## config.mk

```make
export PLATFORM = sky130hd
export DESIGN_NAME = nms_out_queue
export DESIGN_NICKNAME = d
export VERILOG_FILES = /design/src/nms_pkg.sv /design/src/nms_out_queue.sv
export SDC_FILE = /design/constraint.sdc
export NUM_CORES = 1
export LEC_CHECK = 0
export BUFFER_PORTS_ARGS = -buffer_cell sky130_fd_sc_hd__buf_2
export CORE_ASPECT_RATIO = 1.4
export CORE_MARGIN = 2
export CORE_UTILIZATION = 62
export CTS_BUF_LIST = sky130_fd_sc_hd__clkbuf_4
export DETAILED_ROUTE_END_ITERATION = 8
export HOLD_SLACK_MARGIN = 0.05
export PLACE_DENSITY_LB_ADDON = 0.2
export SLEW_MARGIN = 30
export SYNTH_ARGS = -nofsm -noshare
export SYNTH_HDL_FRONTEND = slang
export SYNTH_SLANG_ARGS = --single-unit
```

## constraint.sdc

```tcl
create_clock -name clk -period 5.2 [get_ports clk]
set_input_delay 0.26 -clock clk [delete_from_list [all_inputs] [get_ports clk]]
set_output_delay 0.26 -clock clk [all_outputs]
set_load 0.02 [all_outputs]
```

## src/nms_pkg.sv

```systemverilog
// ----------------------------------------------------------------------------
// nms_pkg: shared definitions for the non-maximum suppression block
// Field widths, configuration register indexes, direction codes, the angle
// quantizer and the stage control bundle.
// ----------------------------------------------------------------------------
package nms_pkg;

    localparam int NMS_MAX_WIDTH = 1024;
    localparam int NMS_MAG_BITS  = 8;

    localparam int COORD_BITS  = 10;
    localparam int ANGLE_BITS  = 10;
    localparam int DIM_BITS    = 11;
    localparam int DIM_CAP     = 1024;
    localparam int QUEUE_DEPTH = 8;
    localparam int QUEUE_SLOTS = 3;

    localparam logic [DIM_BITS-1:0] DIM_MIN_V    = 11'd3;
    localparam logic [DIM_BITS-1:0] DIM_CAP_V    = 11'd1024;
    localparam logic [DIM_BITS-1:0] WIDTH_RESET  = 11'd640;
    localparam logic [DIM_BITS-1:0] HEIGHT_RESET = 11'd480;

    localparam int CFG_INDEX_BITS = 1;
    localparam logic [CFG_INDEX_BITS-1:0] CFG_IMAGE_WIDTH  = 1'b0;
    localparam logic [CFG_INDEX_BITS-1:0] CFG_IMAGE_HEIGHT = 1'b1;

    // Sector bounds in half degrees: 22.5, 67.5, 112.5 and 157.5 degrees.
    localparam logic signed [ANGLE_BITS-1:0] ANG_22  = 10'sd45;
    localparam logic signed [ANGLE_BITS-1:0] ANG_67  = 10'sd135;
    localparam logic signed [ANGLE_BITS-1:0] ANG_112 = 10'sd225;
    localparam logic signed [ANGLE_BITS-1:0] ANG_157 = 10'sd315;

    typedef logic [1:0] nms_dir_t;
    localparam nms_dir_t DIR_HORIZ     = 2'd0;
    localparam nms_dir_t DIR_DIAG_UP   = 2'd1;
    localparam nms_dir_t DIR_VERT      = 2'd2;
    localparam nms_dir_t DIR_DIAG_DOWN = 2'd3;

    // Control bundle of the pixel that sits in the window stage.
    typedef struct packed {
        logic                  valid;
        logic                  emit_main;
        logic                  emit_col;
        logic                  emit_row;
        logic                  interior;
        logic [COORD_BITS-1:0] row;
        logic [COORD_BITS-1:0] col;
    } nms_stage_t;

    function automatic nms_dir_t quantize_angle(input logic signed [ANGLE_BITS-1:0] a);
        nms_dir_t d;
        if ((a > -ANG_22 && a <= ANG_22) || a > ANG_157 || a <= -ANG_157) begin
            d = DIR_HORIZ;
        end else if ((a > ANG_22 && a <= ANG_67) || (a > -ANG_157 && a <= -ANG_112)) begin
            d = DIR_DIAG_UP;
        end else if ((a > ANG_67 && a <= ANG_112) || (a > -ANG_112 && a <= -ANG_67)) begin
            d = DIR_VERT;
        end else begin
            d = DIR_DIAG_DOWN;
        end
        return d;
    endfunction

    function automatic logic [DIM_BITS-1:0] clamp_dim(input logic [DIM_BITS-1:0] v,
                                                      input logic [DIM_BITS-1:0] hi);
        logic [DIM_BITS-1:0] r;
        if (v < DIM_MIN_V) begin
            r = DIM_MIN_V;
        end else if (v > hi) begin
            r = hi;
        end else begin
            r = v;
        end
        return r;
    endfunction

endpackage

```

## src/nms_out_queue.sv

```systemverilog
// ----------------------------------------------------------------------------
// nms_out_queue: result queue
// Takes up to three results per cycle in order and hands out one per cycle while out_ready is high.
// ----------------------------------------------------------------------------
module nms_out_queue import nms_pkg::*; #(
    parameter int MAG_BITS = NMS_MAG_BITS
) (
    input  logic                        clk,
    input  logic                        rst_n,
    input  logic [QUEUE_SLOTS-1:0]      push,
    input  logic [COORD_BITS-1:0]       push_row   [QUEUE_SLOTS],
    input  logic [COORD_BITS-1:0]       push_col   [QUEUE_SLOTS],
    input  logic [MAG_BITS-1:0]         push_value [QUEUE_SLOTS],
    output logic                        out_valid,
    input  logic                        out_ready,
    output logic [COORD_BITS-1:0]       out_row,
    output logic [COORD_BITS-1:0]       out_col,
    output logic [MAG_BITS-1:0]         out_value,
    output logic                        out_last,
    output logic [$clog2(QUEUE_DEPTH+1)-1:0] count
);

    localparam int PTR_BITS = $clog2(QUEUE_DEPTH);
    localparam int CNT_BITS = $clog2(QUEUE_DEPTH + 1);

    logic [COORD_BITS-1:0] row_q   [QUEUE_DEPTH];
    logic [COORD_BITS-1:0] col_q   [QUEUE_DEPTH];
    logic [MAG_BITS-1:0]   value_q [QUEUE_DEPTH];
    logic                  last_q  [QUEUE_DEPTH];

    logic [PTR_BITS-1:0] wr_ptr_reg, wr_ptr_next;
    logic [PTR_BITS-1:0] rd_ptr_reg, rd_ptr_next;
    logic [CNT_BITS-1:0] count_reg, count_next;
    logic [PTR_BITS-1:0] slot_addr [QUEUE_SLOTS];
    logic                slot_last [QUEUE_SLOTS];
    logic [1:0]          n_push;
    logic                pop;

    // Results are packed in order; the final pushed one closes the run.
    assign slot_addr[0] = wr_ptr_reg;
    assign slot_addr[1] = wr_ptr_reg + PTR_BITS'(push[0]);
    assign slot_addr[2] = wr_ptr_reg + PTR_BITS'(push[0]) + PTR_BITS'(push[1]);
    assign slot_last[0] = !push[1] && !push[2];
    assign slot_last[1] = !push[2];
    assign slot_last[2] = 1'b1;

    assign n_push = {1'b0, push[0]} + {1'b0, push[1]} + {1'b0, push[2]};
    assign pop    = out_valid && out_ready;

    assign wr_ptr_next = wr_ptr_reg + PTR_BITS'(n_push);
    assign rd_ptr_next = rd_ptr_reg + PTR_BITS'(pop);
    assign count_next  = count_reg + CNT_BITS'(n_push) - CNT_BITS'(pop);

    always_ff @(posedge clk) begin
        for (int i = 0; i < QUEUE_SLOTS; i++) begin
            if (push[i]) begin
                row_q[slot_addr[i]]   <= push_row[i];
                col_q[slot_addr[i]]   <= push_col[i];
                value_q[slot_addr[i]] <= push_value[i];
                last_q[slot_addr[i]]  <= slot_last[i];
            end
        end
    end

    always_ff @(posedge clk or negedge rst_n) begin
        if (!rst_n) begin
            wr_ptr_reg <= '0;
            rd_ptr_reg <= '0;
            count_reg  <= '0;
        end else begin
            wr_ptr_reg <= wr_ptr_next;
            rd_ptr_reg <= rd_ptr_next;
            count_reg  <= count_next;
        end
    end

    assign out_valid = (count_reg != '0);
    assign out_row   = row_q[rd_ptr_reg];
    assign out_col   = col_q[rd_ptr_reg];
    assign out_value = value_q[rd_ptr_reg];
    assign out_last  = last_q[rd_ptr_reg];
    assign count     = count_reg;

endmodule

```

==> run metrics <==
RSZ-0062 raised after global routing false; # resized after CTS 0; CP endpoint kind register; first-pass GRT wire length 66300 um; Pint between 6000 and 7000 uW; CP max FO 50; peak supply drop 610 uV; vias in the first global route between 10000 and 15000; die span in x between 100 and 150 um; R2R cell count 8; hold path depth 3; drt pass-1 iters 6; Skew-Pair Late Insertion Delay a little over 0.7 ns; critical path class register to register; Total GRT Usage between 30% and 40%; Post-Syn Area ~15000 um2; Worst-Margin Slew just under 1 ns; Die Ht between 150 and 200 um; largest net degree at the start of global routing 58; CP Launch Type register; worst hold path endpoint value_q[0][0]; ANT nets after route 0; DIE AREA between 20000 and 30000 um2; period utilization between 80% and 90%; sequential area share after synthesis roughly half; TNS Setup 0 ns; number of flops mapped to enable cells by yosys 224; nets@finish 1316; yosys warns 0; WP data required about 5.7 ns; post-CTS setup buffer count 0; most frequent cells after synthesis 237 x mux2_2, 224 x edfxtp_1, 224 x o2bb2ai_1; number of setup violations in the final report 0; syn_nets ~1200; cts hold-fix bufs 50; area delta synth->final 13.9%; most numerous cell in the Yosys netlist mux2_2; Psw approximately 4700 uW; synth top area cells edfxtp_1 45%, mux2_2 18%, o2bb2ai_1 13%; Vias approximately 11000; H-tree depth 2; initial antenna violation count 2; floorplan core area 23400 um2; FF-to-FF End row_q[2][1]; largest incremental delay on the critical path between 0.7 and 0.8 ns; reg2reg start wr_ptr_reg[0]; Max Cap Viol 0; layout cell share with drive strength beyond 1 ~44%; Seq cells post-synth 242; Hold Path Class input pin to register; worst hold margin between 0.08 and 0.09 ns; Clock Root Buffer clkbuf_4; Reg clk slew, reported paths roughly 0.070 ns; Most common cell on crit path ha_1; I/O pin cnt around 120; Final Hold Fails 0; final WL 42900 um; post-synth top area share between 40% and 50%; Post-Syn Area per Cell between 10 and 15 um2; Num CTS Buffers 59; Crit path max-delay family simple AND/OR/NAND/NOR gates; DR WL/cell roughly 27 um; beginning of the worst hold path push_value[16]; Worst EP arrival roughly 4.6 ns; sequential power share 35.0%; power share of the clock group about 14%; HPWL after DPL around 24000 um; CTS Sinks roughly 240; Slew Viols, Final 0; Starting Density a little under two thirds; Gate Count Post-Synth between 1000 and 1500; Max clock buf depth 3; switch share around two fifths; fmax approximately 0.24 GHz; Post-synth ARST share under 10%; num rows 66; Worst R2R Setup Slack slightly above 1 ns; worst rel slew slack 34.5%; Final min period about 4.2 ns; Yosys top cell by area edfxtp_1; power per cell area 689 nW/um2; drt drc 0; outcome finished, final reports clean; remaining global-route overflow 0; final setup skew ~0.028 ns; drt via density 7.02; Final Wtd Congestion 0.835; initial DRC count approximately 1200; Bufs and invs on worst path 2; Slowest-stage cell, CP or2_2; IO buf count about 120; top_reg_cell synth edfxtp_1; CTS tree built; worst path cell trace ha_1, ha_1, nand3b_1, buf_4, or2_2, o2bb2ai_1, mux2_1, dlygate4sd3_1; Combinational Power Share around half; synth unique cells 37; Leakage Power 0.00602 uW
## area by class of cell
type / instances / area, um2
multi-input cells: 695 / 7210
flip-flops and latches: 242 / 7150
fillers: 1655 / 6500
repair buffers: 196 / 1300
clock buffers: 91 / 683
well taps: 306 / 383
clock inverters: 20 / 76.3
inverters: 16 / 60.1
diodes: 2 / 5.00
## worst max-delay path by stage
stage                   from           to  depth (start not counted)
2_1_floorplan  wr_ptr_reg[0]  col_q[1][0]                          7
3_3_place_gp   wr_ptr_reg[0]  row_q[6][3]                          5
5_1_grt        wr_ptr_reg[0]  row_q[2][6]                          8
6_report       wr_ptr_reg[0]  row_q[2][1]                          8
4_1_cts        wr_ptr_reg[0]  row_q[2][6]                          8
3_5_place_dp   wr_ptr_reg[0]  row_q[6][3]                          5
## stage by stage
step / instance area, um2 / power [uW] / setup WS, ns / cells / util [%]
2_1_floorplan: 14800 / 8040 / 2.11 / 1078 / -
3_3_place_gp: 15500 / 9710 / 1.58 / 1404 / 66.5
3_5_place_dp: 15500 / 9860 / 1.49 / 1404 / 66.5
4_1_cts: 16800 / 11500 / 1.13 / 1565 / 71.9
5_1_grt: 16900 / 12200 / 0.909 / 1567 / 72.2
6_report: 16900 / 11600 / 1.02 / 1568 / 72.2
## placed cells by master, fill, tap and decap left out, drive strengths merged, types with 8 or more instances in the layout
| master | n |
|---|---|
| nand3 | 12 |
| ha | 13 |
| o211ai | 9 |
| buf | 146 |
| edfxtp | 224 |
| mux4 | 58 |
| mux2 | 253 |
| clkbuf | 91 |
| inv | 16 |
| clkinv | 20 |
| nand2 | 76 |
| dlygate4sd3 | 50 |
| o2bb2ai | 224 |
| dfxtp | 8 |
| dfrtp | 10 |
## metal layers
layer / GRT usage [%] / wire length (um) / vias up
li1: - / - / 4661
met1: 44.0 / 15700 / 5524
met2: 57.0 / 21500 / 701
met3: 6.50 / 3990 / 129
met4: 15.7 / 1600 / 0
met5: 0 / 0 / -
## cells by family (layout without fill, tap and decap cells)
logic type | count (synthesis) | in the layout | share of synthesized area (%)
xor gates and xnor gates | 10 | 10 | 0.693
muxes | 311 | 311 | 28.1
other | 0 | 2 | 0
DFF | 242 | 242 | 48.2
AOI/OAI and AO/OA | 245 | 245 | 14.3
and+or+nand+nor | 113 | 113 | 3.38
adders and majority gates | 16 | 16 | 1.50
buffers and inverters | 141 | 323 | 3.89
## power by group through the flow
stage	clock (uW)	combinational, uW	sequential [uW]
after global placement	0	5590	4120
final	1600	5960	4070
after global routing	1710	6310	4140
after floorplan	0	4250	3790
after CTS	1610	5800	4130
after detailed placement	0	5700	4160
## worst reg2reg max path, stage by stage (launching register included)
cell           delay, ns
dfrtp_1             0.46
ha_1                0.25
ha_1                0.38
nand3b_1            0.42
buf_4               0.53
or2_2               0.77
o2bb2ai_1           0.26
mux2_1              0.32
dlygate4sd3_1       0.56
Note: power is estimated with default switching activity, not from simulation.
